==> src/sv/swmk_pkg.sv <==
// swmk_pkg: shared constants, types and the arctangent table for the
// swerve module kinematics block. No dependencies.
package swmk_pkg;

  localparam int NumModules   = 4;
  localparam int CordicStages = 16;
  localparam int AtanEntries  = 24;

  localparam int VelW  = 16;  // command fields
  localparam int ArmW  = 16;  // arm registers
  localparam int ProdW = 32;  // rot_rate * arm
  localparam int DW    = 33;  // dx, dy in Q.26
  localparam int XW    = 36;  // CORDIC x, y with gain headroom
  localparam int ZW    = 27;  // CORDIC angle, Q.24
  localparam int StW   = 5;   // stage number
  localparam int MagW  = 27;  // magnitudes above this always clip
  localparam int AzW   = 25;  // |angle| bits
  localparam int ScW   = 23;  // Q.16 scale constants
  localparam int CfgIdxW = 4;

  localparam logic [1:0] LastIdx = 2'(NumModules - 1);

  localparam logic signed [ZW-1:0] HalfPiQ24 = 27'sd26353589;
  localparam logic [ScW-1:0] PowerScale = 23'd4806160;
  localparam logic [ScW-1:0] ServoScale = 23'd5319493;
  localparam logic [7:0] PowerLimit = 8'd100;
  localparam logic [7:0] ServoLimit = 8'd127;

  typedef enum logic [CfgIdxW-1:0] {
    CfgM0ArmX = 4'd0, CfgM0ArmY = 4'd1, CfgM1ArmX = 4'd2, CfgM1ArmY = 4'd3,
    CfgM2ArmX = 4'd4, CfgM2ArmY = 4'd5, CfgM3ArmX = 4'd6, CfgM3ArmY = 4'd7
  } swmk_cfg_e;

  // side info that rides along with each module beat
  typedef struct packed {
    logic       vld;
    logic [1:0] idx;
    logic       last;
    logic       dy_neg;
    logic       dy_zero;
    logic       dx_pos;
    logic       dx_neg;
  } swmk_tag_t;

  function automatic logic signed [ZW-1:0] atan_q24(input logic [StW-1:0] i);
    logic signed [ZW-1:0] r;
    case (i)
      5'd0:  r = 27'sd13176795;
      5'd1:  r = 27'sd7778716;
      5'd2:  r = 27'sd4110060;
      5'd3:  r = 27'sd2086331;
      5'd4:  r = 27'sd1047214;
      5'd5:  r = 27'sd524117;
      5'd6:  r = 27'sd262123;
      5'd7:  r = 27'sd131069;
      5'd8:  r = 27'sd65536;
      5'd9:  r = 27'sd32768;
      5'd10: r = 27'sd16384;
      5'd11: r = 27'sd8192;
      5'd12: r = 27'sd4096;
      5'd13: r = 27'sd2048;
      5'd14: r = 27'sd1024;
      5'd15: r = 27'sd512;
      5'd16: r = 27'sd256;
      5'd17: r = 27'sd128;
      5'd18: r = 27'sd64;
      5'd19: r = 27'sd32;
      5'd20: r = 27'sd16;
      5'd21: r = 27'sd8;
      5'd22: r = 27'sd4;
      5'd23: r = 27'sd2;
      default: r = '0;
    endcase
    return r;
  endfunction

endpackage

==> src/sv/swmk_scale.sv <==
// swmk_scale: two-stage scaling of CORDIC magnitude and angle to motor
// power and servo position, with saturation. Depends on swmk_pkg.
module swmk_scale import swmk_pkg::*; (
  input  logic                 clk_i,
  input  logic                 rst_ni,
  input  swmk_tag_t            tag_i,
  input  logic signed [XW-1:0] x_i,
  input  logic signed [ZW-1:0] z_i,
  output logic                 valid_o,
  output logic [1:0]           module_index_o,
  output logic signed [7:0]    motor_power_o,
  output logic signed [7:0]    servo_position_o,
  output logic                 power_clipped_o,
  output logic                 last_of_run_o
);

  localparam int PpW = MagW + ScW;
  localparam int PsW = AzW + ScW;

  logic                 x_pos, hi_d, hi_q;
  logic [MagW-1:0]      mag;
  logic signed [ZW-1:0] z_eff, az;
  logic [PpW-1:0]       pp_d, pp_q;
  logic [PsW-1:0]       ps_d, ps_q;
  logic                 zneg_q;
  swmk_tag_t            tag_q;

  // stage A: zero-dy angle override and both products
  always_comb begin
    if (tag_i.dy_zero) begin
      if (tag_i.dx_pos)      z_eff = HalfPiQ24;
      else if (tag_i.dx_neg) z_eff = -HalfPiQ24;
      else                   z_eff = '0;
    end else begin
      z_eff = z_i;
    end
    az    = z_eff[ZW-1] ? -z_eff : z_eff;
    x_pos = !x_i[XW-1] && (x_i != '0);
    mag   = x_pos ? x_i[MagW-1:0] : '0;
    hi_d  = x_pos && (x_i[XW-2:MagW] != '0);
    pp_d  = PpW'(mag) * PpW'(PowerScale);
    ps_d  = PsW'(az[AzW-1:0]) * PsW'(ServoScale);
  end

  always_ff @(posedge clk_i or negedge rst_ni) begin
    if (!rst_ni) begin
      tag_q <= '0;
    end else begin
      tag_q <= tag_i;
    end
  end

  always_ff @(posedge clk_i) begin
    pp_q   <= pp_d;
    ps_q   <= ps_d;
    hi_q   <= hi_d;
    zneg_q <= z_eff[ZW-1];
  end

  // stage B: shift, saturate, sign
  logic [7:0] p_full, s_full, p_sat, s_sat;
  logic       clip;
  logic signed [7:0] power_d, servo_d;
  logic signed [7:0] power_q, servo_q;
  logic clip_q;
  swmk_tag_t out_q;

  always_comb begin
    p_full  = pp_q[49:42];
    s_full  = ps_q[47:40];
    clip    = hi_q || (p_full > PowerLimit);
    p_sat   = clip ? PowerLimit : p_full;
    s_sat   = (s_full > ServoLimit) ? ServoLimit : s_full;
    power_d = tag_q.dy_neg ? -$signed(p_sat) : $signed(p_sat);
    servo_d = zneg_q ? -$signed(s_sat) : $signed(s_sat);
  end

  always_ff @(posedge clk_i or negedge rst_ni) begin
    if (!rst_ni) begin
      out_q <= '0;
    end else begin
      out_q <= tag_q;
    end
  end

  always_ff @(posedge clk_i) begin
    power_q <= power_d;
    servo_q <= servo_d;
    clip_q  <= clip;
  end

  assign valid_o          = out_q.vld;
  assign module_index_o   = out_q.idx;
  assign last_of_run_o    = out_q.last;
  assign motor_power_o    = power_q;
  assign servo_position_o = servo_q;
  assign power_clipped_o  = clip_q;

endmodule

==> config.mk <==
export PLATFORM = sky130hd
export DESIGN_NAME = swmk_scale
export DESIGN_NICKNAME = d
export VERILOG_FILES = /design/src/sv/swmk_pkg.sv /design/src/sv/swmk_scale.sv
export SDC_FILE = /design/constraint.sdc
export NUM_CORES = 1
export LEC_CHECK = 0
export BUFFER_PORTS_ARGS = -buffer_cell sky130_fd_sc_hd__buf_4
export CAP_MARGIN = 20
export CORE_AREA = 2 2 178 180
export CTS_BUF_LIST = sky130_fd_sc_hd__clkbuf_2 sky130_fd_sc_hd__clkbuf_4 sky130_fd_sc_hd__clkbuf_8
export DETAILED_ROUTE_END_ITERATION = 10
export DIE_AREA = 0 0 180 182
export PLACE_DENSITY = 0.78
export RECOVER_POWER = 100
export SKIP_LAST_GASP = 1
export SYNTH_ARGS = -nofsm -noshare
export SYNTH_HDL_FRONTEND = slang
export SYNTH_SLANG_ARGS = --single-unit
==> constraint.sdc <==
create_clock -name clk_i -period 2.9 [get_ports clk_i]
set_clock_uncertainty 0.2 [all_clocks]
set_input_delay 0.145 -clock clk_i [delete_from_list [all_inputs] [get_ports clk_i]]
set_output_delay 0.145 -clock clk_i [all_outputs]
set_load 0.1 [all_outputs]
# Word level (Yosys, flattened, before mapping)
# Cells that the tools add are included.
[totals]
ff_bits = 122
word_cells = 36
[op_classes]
n_addsub = 3
n_mul = 2
magnitude_cmp = 2
mux = 9
n_reduce_logical = 6
[op_table]
columns = ["cell", "count"]
rows = [
  ["two-way mux 27 bit", 4],
  ["multiplier 25 x 23 -> 48 bit (second input constant)", 1],
  ["multiplier 27 x 19 -> 46 bit (second input constant)", 1],
  ["nonzero test 36 bit", 1],
  ["two-way mux 8 bit", 4],
  ["two-way mux 25 bit", 1],
  ["negation 25 bit", 1],
  ["> comparator 8 x 7 -> 1 bit (second input constant)", 2],
  ["negation 8 bit", 2],
  ["nonzero test 8 bit", 1],
  ["logical AND 1 bit", 2],
  ["zero test 1 bit", 1],
  ["logical OR 1 bit", 1],
]

# Logic depth before layout (Yosys ltp)
[logic_depth]
depth_word = 6
ltp_mapped = 33

# Worst setup path after synthesis
# Ideal clock, no wire load.
[synth_timing]
path_type = "input to register"
from = "in tag_i[2] (netlist name)"
to = "reg ps_q[40]"
setup_ns = 0.123
arrival_ns = 6.942
required_time_ns = 2.577
path_slack_ns = -4.365
stages = 29
path_buffers = 3
path_cell_list = "buf_6 -> clkbuf_1 -> clkbuf_1 -> o21ai_0 -> ha_1 -> o221a_2 -> o211ai_4 -> o31ai_1 -> xor2_1 -> nor2_1 -> ha_1 -> inv_1 -> fa_1 -> inv_1 -> ha_1 -> fa_1 -> fa_1 -> fa_1 -> inv_1 -> fa_1 -> inv_1 -> ha_1 -> a21oi_1 -> o211ai_1 -> a31o_2 -> a221oi_1 -> o22ai_1 -> o22a_1 -> xor2_1"
[synth_between]
elab_chain_cells = 4
[synth_rtl]
columns = ["element", "line", "source"]
rows = [
  ["from (decl)", "swmk_scale.sv:6", "input swmk_tag_t tag_i,"],
  ["two-way mux 27 bit (*)", "swmk_scale.sv:30", "if (tag_i.dy_zero) begin"],
  ["negation 25 bit", "swmk_scale.sv:37", "az = z_eff[ZW-1] ? -z_eff : z_eff;"],
  ["two-way mux 25 bit (*)", "swmk_scale.sv:37", ""],
  ["multiplier 25 x 23 -> 48 bit (*)", "swmk_scale.sv:42", "ps_d = PsW'(az[AzW-1:0]) * PsW'(ServoScale);"],
  ["net ps_d[40]", "swmk_scale.sv:24", "logic [PsW-1:0] ps_d, ps_q;"],
  ["to (signal assigned)", "swmk_scale.sv:55", "ps_q <= ps_d;"],
  ["to (decl)", "swmk_scale.sv:24", ""],
]
# The timed path passes the listed nets; every way through them passes the cells marked *.

# Final worst setup path
[layout_timing]
from = "in tag_i[1] (netlist name)"
to = "reg ps_q[47]"
[layout_between]
elab_chain_cells = 5
[layout_rtl]
columns = ["element", "line", "source"]
rows = [
  ["two-way mux 27 bit (*)", "swmk_scale.sv:31", "if (tag_i.dx_pos) z_eff = HalfPiQ24;"],
  ["two-way mux 27 bit (*)", "swmk_scale.sv:30", ""],
  ["negation 25 bit", "swmk_scale.sv:37", ""],
  ["two-way mux 25 bit (*)", "swmk_scale.sv:37", ""],
  ["multiplier 25 x 23 -> 48 bit (*)", "swmk_scale.sv:42", ""],
  ["net ps_d[47]", "swmk_scale.sv:24", ""],
]
# Marks and branches as above.

==> out/results.txt <==
vias in the first global route = 17,800
GRT overflow = 0
most common cell in the synthesized netlist = ha_1
synth top area cells = ha_1, fa_1, inv_1, dfxtp_1, xnor2_1
Vias = 15,700
Post-synth EDFFs = 0
final core occ = 0.802
Hold Vio Cnt, Final = 0
Starting Density = 0.590
Critical Path Start Type = input pin
Setup-failing EPs final = 16
initial antenna violation count = 0
Final ANT Viol Nets = 0
Root Buffer = clkbuf_8
Mapped Avg Cell Area = 9.63 µm²
clock latency on the worst-skew pair = 0.31 ns
design area = 24,900 µm²
Tmin final = 6.84 ns
Mapped Cells = 1,897
routed wire length = 56,200 µm
FMAX = 146 MHz
Setup crit end kind = flip-flop
# rows = 65
Placer Congestion = 0.946
Port-buffer cells = 92
first-pass GRT wire length = 85,600 µm
CTS clk-pin slew, worst paths = 0.09 ns
CP max stage delay = 0.62 ns
FILL cells = 1,758
ys flop type = dfxtp_1
setup slack after layout = -3.94 ns
max_slew headroom = 0.209
CP Data Arrival Time = 6.87 ns
max-capacitance violation count = 0
Synth async-reset ratio = 0.205
Slew Viols, Final = 0
Post-synth top cells = ha_1, inv_1, fa_1, a21oi_1, nor2_1
# clock sinks = 44
fin crit share = 2.36
CTS tree = yes
violated checks = negative setup slack
number of library cell types mapped by synthesis = 68
Die X = 180 µm
largest net degree at the start of global routing = 22
syn_nets = 2,757
area of the mapped netlist = 18,300 µm²
crit path kind = input pin to flip-flop
flops & latches, synth = 44
post-DP HPWL = 42,700 µm
nets@finish = 3,263
H-tree depth = 2
synth warn = 0
core footprint = 31,000 µm²
full die area = 32,800 µm²
unrepaired setup endpoints after global routing = true
Max clock buf depth = 2
status = finished with violations
crit path max-delay cell type = fa_1
Num CTS Buffers = 5
most frequent CP cell = ha_4
Die Y = 182 µm
DR iter-0 viols = 930
Pre-antenna DRT Iters = 6
gr usage total = 0.327
drt wl/cell = 20.0 µm
ratio of cells with drive above 1 in the final layout = 0.342
top cell type's share of synthesized area = 0.344
Worst Path Max Fanout = 4
Hold WC Path Type = input pin to flip-flop
Ports = 94
placed cell areas = 23,100 µm²
Slew @ Worst Pin = 1.19 ns
area growth from synthesis to layout = 36.1%
DR DRC count = 0
sequential area share after synthesis = 0.0507
DR vias/cell = 5.58
data required time at the worst endpoint = 2.93 ns
area leader, netlist = ha_1
## worst paths after layout
check | from | endpoint | slack (ns) | cells after the start
max | tag_i[1] | ps_q[47]$_DFF_P_ | -3.94 | 32
min | x_i[35] | hi_q$_DFF_P_ | 0.06 | 3
max reg2reg | pp_q[42]$_DFF_P_ | motor_power_o[4]$_DFF_P_ | 0.41 | 8
min reg2reg | tag_q[7]$_DFF_PN0_ | valid_o$_DFF_PN0_ | 0.16 | 0
max in group asynchronous | rst_ni | last_of_run_o$_DFF_PN0_ | 1.55 | 3
min in group asynchronous | rst_ni | tag_q[4]$_DFF_PN0_ | 0.66 | 3
## timing repair
| item | in CTS | in global routing |
|---|---|---|
| resized for setup | 145 | 85 |
| hold buffers | 7 | 0 |
| cloned | 1 | 0 |
| setup endpoints to repair | 16 | 16 |
| pin swaps | 171 | 117 |
| setup buffers | 37 | 28 |
| endpoints found under the hold margin | 14 | 0 |
## registers in the layout (all words and copies together), names as in the netlist, 2 cells and up
register,count
module_index_o,2
tag_q,5
motor_power_o,8
servo_position_o,8
pp_q,8
ps_q,8
## area by class of cell
class	count	area, µm²	area share
diodes	1	2.50	0.000101
inverters	505	1900	0.0764
clock inverters	3	47.5	0.00191
flip-flops and latches	44	926	0.0372
repair buffers	517	4010	0.161
well taps	402	503	0.0202
clock buffers	5	68.8	0.00277
multi-input cells	1330	17400	0.700
## logic make-up (layout without fill, tap and decap cells)
| group | count (synthesis) | count (layout) | synth area share |
|---|---|---|---|
| flip-flops | 44 | 44 | 0.0507 |
| AND/OR/NAND/NOR | 255 | 255 | 0.0723 |
| adder cells (fa/ha/maj) | 787 | 787 | 0.656 |
| buffers and inverters | 523 | 1030 | 0.109 |
| AO/OA/AOI/OAI | 224 | 224 | 0.0821 |
| other | 0 | 1 | 0 |
| multiplexers | 1 | 1 | 0.000548 |
| XOR/XNOR | 63 | 63 | 0.0302 |
## per-layer routing
layer	GRT usage	vias up	routed length [µm]
met4	0.165	0	3740
li1	-	7158	-
met1	0.348	7691	20400
met2	0.636	586	29700
met3	0.0357	242	2360
met5	0	-	0
## metrics by stage
step                      std cells  TNS [ns]  setup WS (ns)  hold slack, ns
after floorplan                1897    -49.20          -3.84          -0.351
after global placement         2727    -56.25          -4.13          -0.235
after detailed placement       2727    -58.21          -4.22          -0.227
after CTS                      2779    -49.72          -3.71          0.0219
after global routing           2806    -57.20          -4.13          0.0215
final                          2807    -54.58          -3.94          0.0617
## critical path: cells and delay by family
kind                     cells  cell delay, ns
buffers and inverters        7            0.73
AO/OA/AOI/OAI                8            1.21
adder cells (fa/ha/maj)      9            3.33
XOR/XNOR                     2            0.24
AND/OR/NAND/NOR              6            1.22
## layout by cell type, fill, tap and decap left out, types with 7 or more instances in the layout
| master | instances |
|---|---|
| o21ai_1 | 16 |
| xor2_1 | 17 |
| o211ai_1 | 8 |
| o21ai_2 | 8 |
| nor2_1 | 40 |
| nand3_1 | 10 |
| ha_4 | 90 |
| nor2_2 | 10 |
| dfrtp_1 | 9 |
| nand2_1 | 45 |
| nor2b_1 | 15 |
| a21o_1 | 35 |
| dfxtp_1 | 35 |
| inv_2 | 46 |
| fa_2 | 27 |
| nor3_1 | 16 |
| or3_1 | 7 |
| dlygate4sd3_1 | 7 |
| inv_1 | 458 |
| xnor2_2 | 7 |
| clkbuf_1 | 21 |
| nand4_1 | 19 |
| a21oi_1 | 40 |
| clkbuf_4 | 7 |
| fa_1 | 257 |
| nor4_4 | 7 |
| ha_1 | 411 |
| buf_4 | 447 |
| o21ai_0 | 15 |
| a211oi_1 | 7 |
| and2_1 | 7 |
| xnor2_1 | 38 |
| or2_2 | 8 |
| buf_6 | 28 |
| and2_4 | 19 |
| a21oi_2 | 21 |
Power is left out: the tool's default activity adds up to more than one toggle a clock period on the data nets, which glitch-free logic cannot reach.
