`src/sv/swmk_pkg.sv`:
```
// swmk_pkg: shared constants, types and the arctangent table for the
// swerve module kinematics block. No dependencies.
package swmk_pkg;

  localparam int NumModules   = 4;
  localparam int CordicStages = 16;
  localparam int AtanEntries  = 24;

  localparam int VelW  = 16;  // command fields
  localparam int ArmW  = 16;  // arm registers
  localparam int ProdW = 32;  // rot_rate * arm
  localparam int DW    = 33;  // dx, dy in Q.26
  localparam int XW    = 36;  // CORDIC x, y with gain headroom
  localparam int ZW    = 27;  // CORDIC angle, Q.24
  localparam int StW   = 5;   // stage number
  localparam int MagW  = 27;  // magnitudes above this always clip
  localparam int AzW   = 25;  // |angle| bits
  localparam int ScW   = 23;  // Q.16 scale constants
  localparam int CfgIdxW = 4;

  localparam logic [1:0] LastIdx = 2'(NumModules - 1);

  localparam logic signed [ZW-1:0] HalfPiQ24 = 27'sd26353589;
  localparam logic [ScW-1:0] PowerScale = 23'd4806160;
  localparam logic [ScW-1:0] ServoScale = 23'd5319493;
  localparam logic [7:0] PowerLimit = 8'd100;
  localparam logic [7:0] ServoLimit = 8'd127;

  typedef enum logic [CfgIdxW-1:0] {
    CfgM0ArmX = 4'd0, CfgM0ArmY = 4'd1, CfgM1ArmX = 4'd2, CfgM1ArmY = 4'd3,
    CfgM2ArmX = 4'd4, CfgM2ArmY = 4'd5, CfgM3ArmX = 4'd6, CfgM3ArmY = 4'd7
  } swmk_cfg_e;

  // side info that rides along with each module beat
  typedef struct packed {
    logic       vld;
    logic [1:0] idx;
    logic       last;
    logic       dy_neg;
    logic       dy_zero;
    logic       dx_pos;
    logic       dx_neg;
  } swmk_tag_t;

  function automatic logic signed [ZW-1:0] atan_q24(input logic [StW-1:0] i);
    logic signed [ZW-1:0] r;
    case (i)
      5'd0:  r = 27'sd13176795;
      5'd1:  r = 27'sd7778716;
      5'd2:  r = 27'sd4110060;
      5'd3:  r = 27'sd2086331;
      5'd4:  r = 27'sd1047214;
      5'd5:  r = 27'sd524117;
      5'd6:  r = 27'sd262123;
      5'd7:  r = 27'sd131069;
      5'd8:  r = 27'sd65536;
      5'd9:  r = 27'sd32768;
      5'd10: r = 27'sd16384;
      5'd11: r = 27'sd8192;
      5'd12: r = 27'sd4096;
      5'd13: r = 27'sd2048;
      5'd14: r = 27'sd1024;
      5'd15: r = 27'sd512;
      5'd16: r = 27'sd256;
      5'd17: r = 27'sd128;
      5'd18: r = 27'sd64;
      5'd19: r = 27'sd32;
      5'd20: r = 27'sd16;
      5'd21: r = 27'sd8;
      5'd22: r = 27'sd4;
      5'd23: r = 27'sd2;
      default: r = '0;
    endcase
    return r;
  endfunction

endpackage

```
`src/sv/swmk_cordic_stage.sv`:
```
// swmk_cordic_stage: one registered vectoring-mode CORDIC iteration.
// Depends on swmk_pkg.
module swmk_cordic_stage import swmk_pkg::*; (
  input  logic                 clk_i,
  input  logic                 rst_ni,
  input  logic [StW-1:0]       stage_i,
  input  swmk_tag_t            tag_i,
  input  logic signed [XW-1:0] x_i,
  input  logic signed [XW-1:0] y_i,
  input  logic signed [ZW-1:0] z_i,
  output swmk_tag_t            tag_o,
  output logic signed [XW-1:0] x_o,
  output logic signed [XW-1:0] y_o,
  output logic signed [ZW-1:0] z_o
);

  logic signed [XW-1:0] xs, ys, x_d, y_d, x_q, y_q;
  logic signed [ZW-1:0] z_d, z_q;
  swmk_tag_t tag_q;

  // arithmetic shift floors, as required
  assign xs = x_i >>> stage_i;
  assign ys = y_i >>> stage_i;

  always_comb begin
    if (!y_i[XW-1]) begin
      x_d = x_i + ys;
      y_d = y_i - xs;
      z_d = z_i + atan_q24(stage_i);
    end else begin
      x_d = x_i - ys;
      y_d = y_i + xs;
      z_d = z_i - atan_q24(stage_i);
    end
  end

  always_ff @(posedge clk_i or negedge rst_ni) begin
    if (!rst_ni) begin
      tag_q <= '0;
    end else begin
      tag_q <= tag_i;
    end
  end

  always_ff @(posedge clk_i) begin
    x_q <= x_d;
    y_q <= y_d;
    z_q <= z_d;
  end

  assign tag_o = tag_q;
  assign x_o   = x_q;
  assign y_o   = y_q;
  assign z_o   = z_q;

endmodule

```
`config.mk`:
```
export PLATFORM = sky130hd
export DESIGN_NAME = swmk_cordic_stage
export DESIGN_NICKNAME = d
export VERILOG_FILES = /design/src/sv/swmk_pkg.sv /design/src/sv/swmk_cordic_stage.sv
export SDC_FILE = /design/constraint.sdc
export NUM_CORES = 1
export LEC_CHECK = 0
export BUFFER_PORTS_ARGS = -buffer_cell sky130_fd_sc_hd__buf_2
export CORE_MARGIN = 2
export CORE_UTILIZATION = 54
export DETAILED_ROUTE_END_ITERATION = 6
export PLACE_DENSITY = 0.79
export SYNTH_ARGS = -nofsm -noshare
export SYNTH_HDL_FRONTEND = slang
export SYNTH_SLANG_ARGS = --single-unit
```
`constraint.sdc`:
```
create_clock -name clk_i -period 0.8 [get_ports clk_i]
set_input_delay 0.08 -clock clk_i [delete_from_list [all_inputs] [get_ports clk_i]]
set_output_delay 0.08 -clock clk_i [all_outputs]
set_load 0.05 [all_outputs]
```
==> flow_results.xml, run 1 <==
<?xml version="1.0" encoding="UTF-8"?>
<metrics>
  <group name="floorplan">
    <metric name="die_height" unit="um">167.9</metric>
    <metric name="starting_density" unit="%">54.46</metric>
    <metric name="ioPinCount" unit="">221</metric>
    <metric name="floorplan.rows" unit="">60</metric>
    <metric name="fp.dieW" unit="um">167.9</metric>
  </group>
  <group name="placed_design">
    <metric name="port_buffers" unit="">220</metric>
    <metric name="detailedPlacementHpwl" unit="mm">50.19</metric>
    <metric name="gpl.final_weighted_congestion" unit="">1.046</metric>
  </group>
  <group name="synth">
    <metric name="synth.ff_latch_count" unit="">107</metric>
    <metric name="synth.cell_area" unit="sq um">14510</metric>
    <metric name="synth_seq_area_share" unit="%">15.03</metric>
    <metric name="post_synth.cell_area_avg" unit="sq um">8.660</metric>
    <metric name="netlist_instances" unit="">1676</metric>
    <metric name="dominantRegCellSynth" unit="">dfxtp_1</metric>
    <metric name="ys_types" unit="">96</metric>
    <metric name="synth-warning-count" unit="">0</metric>
    <metric name="asyncSetResetFlopFracSynth" unit="%">7.477</metric>
    <metric name="mappedNetlistNets" unit="">1898</metric>
    <metric name="synth_enable_flop_cells" unit="">0</metric>
  </group>
  <group name="clock_tree">
    <metric name="cts-buffers-inserted" unit="">9</metric>
    <metric name="htree_num_levels" unit="">3</metric>
    <metric name="clk_path_buf_depth" unit="">2</metric>
    <metric name="cts-root-buf" unit="">clkbuf_16</metric>
    <metric name="clock_sinks" unit="">107</metric>
  </group>
  <group name="timing">
    <metric name="globalroute.repair_timing.worst_endpoint" unit="">y_o[35]$_DFF_P_/D</metric>
    <metric name="worst_endpoint_kind" unit="">sequential cell input</metric>
  </group>
  <group name="grt">
    <metric name="pin_count_of_the_biggest_net_entering_global_routing" unit="">59</metric>
  </group>
  <group name="outcome">
    <metric name="tool.error" unit="">[ERROR DPL-0038] Utilization greater than 100%, impossible to legalize</metric>
    <metric name="outcome.stop_stage" unit="">global routing</metric>
    <metric name="outcome" unit="">stopped before the end</metric>
  </group>
</metrics>
## synth_stat cells, types with 32 or more instances
| library cell | n | share of area [%] |
|---|---|---|
| inv_1 | 50 | 1.3 |
| a21o_1 | 54 | 2.8 |
| clkbuf_1 | 32 | 0.83 |
| a31oi_1 | 32 | 1.4 |
| a21oi_1 | 134 | 4.6 |
| ha_1 | 105 | 9.1 |
| nor2_1 | 171 | 4.4 |
| mux4_2 | 97 | 15 |
| o21ai_0 | 89 | 3.1 |
| nand2_1 | 128 | 3.3 |
| xnor2_1 | 108 | 6.5 |
| xor2_1 | 49 | 3.0 |
| dfxtp_1 | 99 | 14 |
| mux2i_1 | 72 | 5.0 |
| buf_2 | 32 | 1.1 |
## per-stage QoR
stage / hold slack (ps) / cells / setup slack, ps / cell area (sq um) / util, %
global placement: -84.58 / 2829 / -4558 / 21320 / 79.99
floorplan: -215.6 / 1676 / -4401 / 15110 / -
CTS: 1.825 / 2977 / -3859 / 24190 / 90.77
detailed placement: -69.43 / 2829 / -4604 / 21320 / 79.99
## kinds of logic after synthesis
logic type | synth area share, %
AND/OR/NAND/NOR | 15.95
multiplexers | 22.59
XOR/XNOR | 9.474
buffers and inverters | 4.888
AO/OA/AOI/OAI | 22.59
flip-flops | 15.03
adder cells (fa/ha/maj) | 9.466
## timing repair
| action | 4_1_cts |
|---|---|
| buffers inserted | 131 |
| cloned | 4 |
| hold endpoints to repair | 16 |
| gates resized for setup | 340 |
| pin swaps | 236 |
| hold buffers | 9 |
| setup endpoints to repair | 206 |
==> inputs of run 2 (changes only) <==
Settings changed: CORE_UTILIZATION 54 to 40, PLACE_DENSITY 0.79 to not set, PLACE_DENSITY_LB_ADDON set to 0.15.
Clock period 0.8 ns to 1 ns, I/O delays scaled along.
==> flow_results.xml, run 2 <==
<?xml version="1.0" encoding="UTF-8"?>
<metrics>
  <group name="outcome">
    <metric name="outcome" unit="">finished, violations left</metric>
    <metric name="violations" unit="">negative setup slack</metric>
  </group>
  <group name="cells_and_area">
    <metric name="ff_latch_area" unit="sq um">2277</metric>
    <metric name="antenna_cells_inserted" unit="">0</metric>
    <metric name="synthToLayoutAreaGrowth" unit="%">80.39</metric>
    <metric name="finish.cell_count_without_fillers" unit="">3120</metric>
    <metric name="layout.cells.most_common" unit="">buf_4</metric>
    <metric name="postLayoutCoreUtil" unit="%">73.43</metric>
    <metric name="final_cell_mix" unit="">buf_4, buf_6, nor2_1, nand2_1, buf_2</metric>
    <metric name="final_nets" unit="">2876</metric>
    <metric name="area_used_by_multi_input_combinational_logic" unit="sq um">13820</metric>
    <metric name="final_layout_size_suffix_gt1_share" unit="%">61.79</metric>
    <metric name="num-fill-cells" unit="">2617</metric>
  </group>
  <group name="synth">
    <metric name="synth_commonest_cells" unit="">nor2_1, a21oi_1, nand2_1, xnor2_1, ha_1</metric>
    <metric name="dominantRegCellSynth" unit="">dfxtp_1</metric>
    <metric name="post_synth.cell_area_avg" unit="sq um">8.660</metric>
    <metric name="synth_seq_area_share" unit="%">15.03</metric>
    <metric name="area_contributors_post_synth" unit="">mux4_2, dfxtp_1, ha_1</metric>
    <metric name="synth_mux_area_share" unit="%">22.59</metric>
    <metric name="mappedNetlistNets" unit="">1898</metric>
    <metric name="cell_with_the_most_instances_after_synthesis" unit="">nor2_1</metric>
    <metric name="combinational_family_with_the_most_area_after_synthesis" unit="">compound AO/OA/AOI/OAI gates</metric>
    <metric name="synth_compound_area_share" unit="%">22.59</metric>
    <metric name="synth-adder-area-share" unit="%">9.466</metric>
    <metric name="synth_top_cell_area_share" unit="%">15.05</metric>
    <metric name="synth_enable_flop_cells" unit="">0</metric>
    <metric name="asyncSetResetFlopFracSynth" unit="%">7.477</metric>
    <metric name="ys_types" unit="">96</metric>
    <metric name="netlist_instances" unit="">1676</metric>
    <metric name="synth-warning-count" unit="">0</metric>
    <metric name="synth_simple_gate_area_share" unit="%">15.95</metric>
    <metric name="synth.cell_area" unit="sq um">14510</metric>
    <metric name="yosys.area.top_type" unit="">mux4_2</metric>
    <metric name="synth.ff_latch_count" unit="">107</metric>
    <metric name="yosys.area_share.xor_xnor" unit="%">9.474</metric>
  </group>
  <group name="grt">
    <metric name="grt-ovfl-total" unit="">0</metric>
    <metric name="grt_pass1_vias" unit="">17890</metric>
    <metric name="track_usage" unit="%">32.90</metric>
    <metric name="grt_antenna_before_repair" unit="">0</metric>
    <metric name="grt_first_pass_wirelength" unit="mm">98.04</metric>
    <metric name="pin_count_of_the_biggest_net_entering_global_routing" unit="">45</metric>
  </group>
  <group name="clock_tree">
    <metric name="cts_tree" unit="">built</metric>
    <metric name="cts-buffers-inserted" unit="">9</metric>
    <metric name="count_of_hold_fix_buffers_inserted_at_cts" unit="">9</metric>
    <metric name="clock_sinks" unit="">107</metric>
    <metric name="clkTransAtPathRegs" unit="ps">80</metric>
    <metric name="cts-root-buf" unit="">clkbuf_16</metric>
    <metric name="clk_path_buf_depth" unit="">2</metric>
    <metric name="htree_num_levels" unit="">3</metric>
  </group>
  <group name="min_path">
    <metric name="path_type_of_the_worst_min_delay_path" unit="">in2reg</metric>
    <metric name="hold_path.startpoint" unit="">y_i[0]</metric>
  </group>
  <group name="placed_design">
    <metric name="place.detailed.instances" unit="">2946</metric>
    <metric name="detailedPlacementHpwl" unit="mm">48.29</metric>
    <metric name="port_buffers" unit="">220</metric>
    <metric name="dp_slack" unit="ps">-4465</metric>
    <metric name="gpl.final_weighted_congestion" unit="">1.021</metric>
  </group>
  <group name="power_and_ir_drop">
    <metric name="pwr-share-seq" unit="%">16.7</metric>
    <metric name="combinationalPowerShare" unit="%">74.7</metric>
    <metric name="power_leakage" unit="nW">11.84</metric>
    <metric name="worst_ir_drop_vdd" unit="mV">1.742</metric>
    <metric name="design_power_total" unit="mW">42.67</metric>
    <metric name="p_switching" unit="mW">19.77</metric>
    <metric name="cellInternalPower" unit="mW">22.91</metric>
    <metric name="swShare" unit="%">46.32</metric>
    <metric name="powerDensity" unit="nW/um^2">1630</metric>
    <metric name="clock_power_share" unit="%">8.7</metric>
  </group>
  <group name="floorplan">
    <metric name="ioPinCount" unit="">221</metric>
    <metric name="die_height" unit="um">194.5</metric>
    <metric name="die_area" unit="sq um">37820</metric>
    <metric name="core" unit="sq um">35660</metric>
    <metric name="fp.dieW" unit="um">194.5</metric>
    <metric name="floorplan.rows" unit="">69</metric>
    <metric name="starting_density" unit="%">40.71</metric>
  </group>
  <group name="timing">
    <metric name="relSlewSlack" unit="%">55.29</metric>
    <metric name="timing.final.crit_share" unit="%">457.4</metric>
    <metric name="final.setup.tns" unit="ps">-266310</metric>
    <metric name="worst_slack" unit="ps">-3574</metric>
    <metric name="maximum_frequency_from_static_timing_analysis" unit="GHz">0.2186</metric>
    <metric name="final_number_of_setup_violating_endpoints" unit="">110</metric>
    <metric name="grt_setup_unrepaired" unit="">true</metric>
    <metric name="final_max_slew_viol_count" unit="">0</metric>
    <metric name="finalWorstPathRequiredPeriod" unit="ps">4574</metric>
    <metric name="hold_viol_final" unit="">0</metric>
    <metric name="max_slew.worst_pin.slew" unit="ps">670.7</metric>
  </group>
  <group name="detailed_routing">
    <metric name="routed-wl-met3" unit="mm">3.862</metric>
    <metric name="postRouteWirelength" unit="mm">66.02</metric>
    <metric name="met2_length" unit="mm">32.66</metric>
    <metric name="first_pass_iters" unit="">5</metric>
    <metric name="drt-wirelength-per-cell" unit="um">21.16</metric>
    <metric name="routed_via_density" unit="">5.732</metric>
    <metric name="detail-route-antenna-nets" unit="">0</metric>
    <metric name="route.detailed.drc" unit="">0</metric>
    <metric name="vias" unit="">17880</metric>
    <metric name="detailedRoute.firstIterationViolations" unit="">1305</metric>
    <metric name="top_signal_layer_used" unit="">met4</metric>
    <metric name="detail_route.wirelength.met1" unit="mm">26.45</metric>
  </group>
  <group name="worst_setup_path">
    <metric name="worstPathArrival" unit="ps">4870</metric>
    <metric name="critPathLaunchType" unit="">input port</metric>
    <metric name="critical_path.max_stage_delay" unit="ps">550</metric>
    <metric name="critical_path.startpoint" unit="">stage_i[0]</metric>
    <metric name="critical-path-top-delay-family" unit="">compound AO/OA/AOI/OAI gates</metric>
    <metric name="worstSetupPathType" unit="">in2reg</metric>
    <metric name="crit_path_top_delay_cell" unit="">mux4_2</metric>
    <metric name="critical_path.endpoint_type" unit="">register</metric>
    <metric name="cp_data_required_time" unit="ps">1290</metric>
    <metric name="crit_fanout" unit="">6</metric>
    <metric name="crit_buf_inv" unit="">6</metric>
    <metric name="critical_path.most_common_cell" unit="">o21ai_1</metric>
  </group>
  <group name="flow_run">
    <metric name="timing.max_cap.violations" unit="">0</metric>
  </group>
</metrics>
run 2: cell counts after synthesis:
Identical to the previous run, type by type.
run 2: timing repair:
| item | in CTS | in global routing |
|---|---|---|
| setup buffers | 114 | 53 |
| pin swaps | 199 | 157 |
| gates cloned | 7 | 0 |
| endpoints found under the hold margin | 17 | 1 |
| setup endpoints to repair | 206 | 206 |
| resized for setup | 354 | 553 |
run 2: area by class of cell:
class / count / area share [%]
clock inverter: 7 / 0.2342
timing repair buffer: 1056 / 34.38
tap: 461 / 2.203
clock buffer: 9 / 0.8602
multi-input combinational: 1427 / 52.78
inverter: 53 / 0.8507
sequential: 107 / 8.698
run 2: final timing paths:
kind / slack [ps] / depth (start not counted) / endpoint
hold / removal: 10 / 2 / y_o[0]
max in group asynchronous: 760 / 2 / tag_o[1]
min in group asynchronous: 80 / 2 / tag_o[4]
setup / recovery: -3570 / 26 / y_o[35]
run 2: cell families (layout without fill, tap and decap cells):
group,after synthesis,after routing
mux,197,197
compound gates,496,496
simple gates,469,469
flops,107,107
xor+xnor,157,157
fa+ha+maj,108,108
buf+inv,142,1125
run 2: stage by stage:
stage,area [sq um],hold WS [ps]
floorplan,15110,-195.6
global placement,21410,-59.92
detailed placement,21410,-53.07
CTS,24290,-29.65
global route,26180,7.369
finish,26180,11.65
run 2: per-layer routing:
metal | track usage [%] | vias to the layer above
li1 | - | 8313
met1 | 40.83 | 8768
met2 | 56.31 | 649
met3 | 4.980 | 153
met4 | 15.10 | 0
met5 | 0 | -
run 2: power groups by stage:
stage / clock network [mW] / logic [mW] / registers, mW
global route: 3.97 / 33.4 / 7.25
finish: 3.70 / 31.9 / 7.11
detailed placement: 0 / 24.5 / 6.41
CTS: 3.83 / 27.5 / 6.43
global placement: 0 / 24.2 / 6.39
floorplan: 0 / 9.47 / 12.4
Power figures use the tool's default switching activity.
==> inputs of run 3 (changes only) <==
Settings changed: ABC_AREA set to 1.
==> flow_results.xml, run 3 <==
<?xml version="1.0" encoding="UTF-8"?>
<metrics>
  <group name="power_and_ir_drop">
    <metric name="worst_ir_drop_vdd" unit="mV">1.839</metric>
    <metric name="powerDensity" unit="nW/um^2">1556</metric>
    <metric name="pwr-share-seq" unit="%">15.2</metric>
    <metric name="cellInternalPower" unit="mW">21.15</metric>
    <metric name="power_leakage" unit="nW">13.97</metric>
    <metric name="combinationalPowerShare" unit="%">75.4</metric>
    <metric name="clock_power_share" unit="%">9.4</metric>
    <metric name="p_switching" unit="mW">21.96</metric>
    <metric name="swShare" unit="%">50.93</metric>
  </group>
  <group name="cells_and_area">
    <metric name="final_nets" unit="">3795</metric>
    <metric name="layout.cells.most_common" unit="">buf_4</metric>
    <metric name="area_used_by_multi_input_combinational_logic" unit="sq um">15020</metric>
    <metric name="num-fill-cells" unit="">2862</metric>
    <metric name="ff_latch_area" unit="sq um">2202</metric>
    <metric name="synthToLayoutAreaGrowth" unit="%">87.65</metric>
    <metric name="final_cell_mix" unit="">buf_4, nand2_1, nand3_1, inv_1, nand2_2</metric>
    <metric name="final_layout_size_suffix_gt1_share" unit="%">54.05</metric>
    <metric name="postLayoutCoreUtil" unit="%">75.87</metric>
  </group>
  <group name="floorplan">
    <metric name="die_height" unit="um">196.1</metric>
    <metric name="die_area" unit="sq um">38470</metric>
    <metric name="core" unit="sq um">36520</metric>
    <metric name="floorplan.rows" unit="">70</metric>
    <metric name="fp.dieW" unit="um">196.1</metric>
    <metric name="starting_density" unit="%">40.43</metric>
    <metric name="ioPinCount" unit="">221</metric>
  </group>
  <group name="worst_setup_path">
    <metric name="critical_path.startpoint" unit="">stage_i[0]</metric>
    <metric name="cp_data_required_time" unit="ps">1320</metric>
    <metric name="crit_fanout" unit="">7</metric>
    <metric name="critical_path.endpoint_type" unit="">register</metric>
    <metric name="critPathLaunchType" unit="">input port</metric>
    <metric name="worstPathArrival" unit="ps">4090</metric>
    <metric name="crit_end" unit="">z_o[26]</metric>
    <metric name="worstSetupPathType" unit="">in2reg</metric>
  </group>
  <group name="timing">
    <metric name="timing.final.crit_share" unit="%">376.6</metric>
    <metric name="grt_setup_unrepaired" unit="">true</metric>
    <metric name="worst_slack" unit="ps">-2766</metric>
    <metric name="final_max_slew_viol_count" unit="">0</metric>
    <metric name="max_slew.worst_pin.slew" unit="ps">1051</metric>
    <metric name="hold_viol_final" unit="">0</metric>
    <metric name="relSlewSlack" unit="%">29.96</metric>
    <metric name="maximum_frequency_from_static_timing_analysis" unit="GHz">0.2655</metric>
    <metric name="final.setup.tns" unit="ps">-215720</metric>
    <metric name="hold_slack" unit="ps">49.61</metric>
    <metric name="finalWorstPathRequiredPeriod" unit="ps">3766</metric>
    <metric name="final_number_of_setup_violating_endpoints" unit="">188</metric>
  </group>
  <group name="synth">
    <metric name="area_contributors_post_synth" unit="">nand2_1, nand3_1, dfxtp_1</metric>
    <metric name="synth-warning-count" unit="">0</metric>
    <metric name="post_synth.cell_area_avg" unit="sq um">5.821</metric>
    <metric name="netlist_instances" unit="">2537</metric>
    <metric name="synth.ff_latch_count" unit="">107</metric>
    <metric name="synth.cell_area" unit="sq um">14770</metric>
    <metric name="synth_enable_flop_cells" unit="">0</metric>
    <metric name="dominantRegCellSynth" unit="">dfxtp_1</metric>
    <metric name="cell_with_the_most_instances_after_synthesis" unit="">nand2_1</metric>
    <metric name="synth_seq_area_share" unit="%">14.78</metric>
    <metric name="synth_commonest_cells" unit="">nand2_1, nand3_1, inv_1, nor2_1, a21oi_1</metric>
    <metric name="asyncSetResetFlopFracSynth" unit="%">7.477</metric>
    <metric name="ys_types" unit="">53</metric>
    <metric name="synth_top_cell_area_share" unit="%">20.39</metric>
    <metric name="mappedNetlistNets" unit="">2759</metric>
    <metric name="yosys.area.top_type" unit="">nand2_1</metric>
  </group>
  <group name="grt">
    <metric name="track_usage" unit="%">35.17</metric>
    <metric name="grt_first_pass_wirelength" unit="mm">106.7</metric>
    <metric name="grt-ovfl-total" unit="">0</metric>
    <metric name="grt_antenna_before_repair" unit="">0</metric>
    <metric name="pin_count_of_the_biggest_net_entering_global_routing" unit="">68</metric>
    <metric name="grt_pass1_vias" unit="">20570</metric>
  </group>
  <group name="detailed_routing">
    <metric name="routed-wl-met3" unit="mm">5.442</metric>
    <metric name="top_signal_layer_used" unit="">met4</metric>
    <metric name="postRouteWirelength" unit="mm">76.76</metric>
    <metric name="detailedRoute.firstIterationViolations" unit="">1739</metric>
    <metric name="drt-wirelength-per-cell" unit="um">18.97</metric>
    <metric name="met2_length" unit="mm">35.69</metric>
    <metric name="vias" unit="">21860</metric>
    <metric name="first_pass_iters" unit="">5</metric>
    <metric name="detail-route-antenna-nets" unit="">0</metric>
    <metric name="route.detailed.drc" unit="">0</metric>
    <metric name="detail_route.wirelength.met1" unit="mm">32.85</metric>
    <metric name="routed_via_density" unit="">5.402</metric>
  </group>
  <group name="flow_run">
    <metric name="timing.max_cap.violations" unit="">0</metric>
  </group>
  <group name="outcome">
    <metric name="violations" unit="">negative setup slack</metric>
    <metric name="outcome" unit="">finished, violations left</metric>
  </group>
  <group name="placed_design">
    <metric name="port_buffers" unit="">220</metric>
    <metric name="gpl.final_weighted_congestion" unit="">1.025</metric>
    <metric name="detailedPlacementHpwl" unit="mm">54.61</metric>
  </group>
  <group name="clock_tree">
    <metric name="cts_tree" unit="">built</metric>
    <metric name="clkTransAtPathRegs" unit="ps">90</metric>
    <metric name="cts-buffers-inserted" unit="">9</metric>
    <metric name="cts-root-buf" unit="">clkbuf_16</metric>
    <metric name="clk_path_buf_depth" unit="">2</metric>
    <metric name="clock_sinks" unit="">107</metric>
    <metric name="htree_num_levels" unit="">3</metric>
  </group>
  <group name="min_path">
    <metric name="timing.hold.worst_path_depth" unit="">3</metric>
    <metric name="path_type_of_the_worst_min_delay_path" unit="">in2reg</metric>
  </group>
</metrics>
==> run 3: changes by cell type in the layout (fill, tap and decap cells not counted), sizes merged, moves of 44 or more <==
cell   change
mux2i     -77
nand2    +696
xnor2     -73
a21o      -44
nand3    +384
xor2      +66
inv      +204
mux4      -99
nor2      +50
==> run 3: cells by family after synthesis <==
group,share of synthesized area (%)
xor gates and xnor gates,8.897
and+or+nand+nor,43.98
adders and majority gates,9.304
AOI/OAI and AO/OA,12.96
DFF,14.78
buffers and inverters,10.08
==> run 3: how the worst min path moves through the flow <==
stage | endpoint | slack (ps) | from
after global routing | y_o[0] | 50 | y_i[0]
after detailed placement | tag_o[6] | -50 | rst_ni
after floorplan | tag_o[0] | -200 | rst_ni
after global placement | tag_o[4] | -60 | rst_ni
final | y_o[0] | 50 | y_i[0]
after CTS | z_o[1] | 20 | z_i[1]
==> run 3: layout make-up <==
type,count,area share (%)
Timing Repair inverter,3,0.1309
Tap cell,468,2.113
Timing Repair Buffer,1105,30.81
Multi-Input combinational cell,2090,54.19
Sequential cell,107,7.947
Antenna cell,1,0.009031
Clock inverter,7,0.3341
Clock buffer,9,0.8128
Inverter,257,3.653
==> run 3: timing repair <==
item                       4_1_cts  5_1_grt
gates cloned                     6        9
pin swaps                      115      114
buffers inserted                37       52
setup endpoints to repair      206      196
gates resized for setup        406      520
hold endpoints to repair        16        0
hold buffers                     9        0
==> run 3: worst max-delay path: stages <==
cell and delay, ps:
buf_16 160, clkinv_16 90, buf_12 140, buf_6 120, ha_4 250, or2_4 270
nand2_4 80, a21oi_4 60, nor2_1 150, nand2_1 110, nor2_2 140, nand2_2 90
nor2_4 190, a31oi_4 130, nor2_4 250, xor2_2 210, ha_4 240, a21oi_2 120
o21a_1 190, nor2_1 60, nor2_1 130, nand3_2 130, nand2_2 90, nand2_2 70
a21oi_2 150, nor2_1 50, nor2_1 130, xor2_1 160
==> run 3: power groups by stage <==
stage          registers [mW]  clock network, mW  logic (mW)
2_1_floorplan            12.8                  0        9.12
3_3_place_gp             6.43                  0        25.9
3_5_place_dp             6.47                  0        26.1
4_1_cts                  6.49               4.11        28.5
5_1_grt                  6.69               4.27        34.2
6_report                 6.55               4.05        32.5
==> run 3: metal layers <==
metal,vias to the layer above,GRT usage [%]
li1,10410,-
met1,10330,46.89
met2,907,59.05
met3,209,4.504
met4,0,10.91
met5,-,0
==> run 3: through the flow <==
stage                     power, mW  area (sq um)  instances  worst slack, ps
after detailed placement      32.59         22390       3923            -3280
after global placement        32.35         22390       3923            -3285
after global routing          45.14         27710       4046            -2865
after floorplan               21.89         15240       2537            -2339
final                         43.11         27710       4047            -2766
after CTS                     39.13         24890       3989            -2453
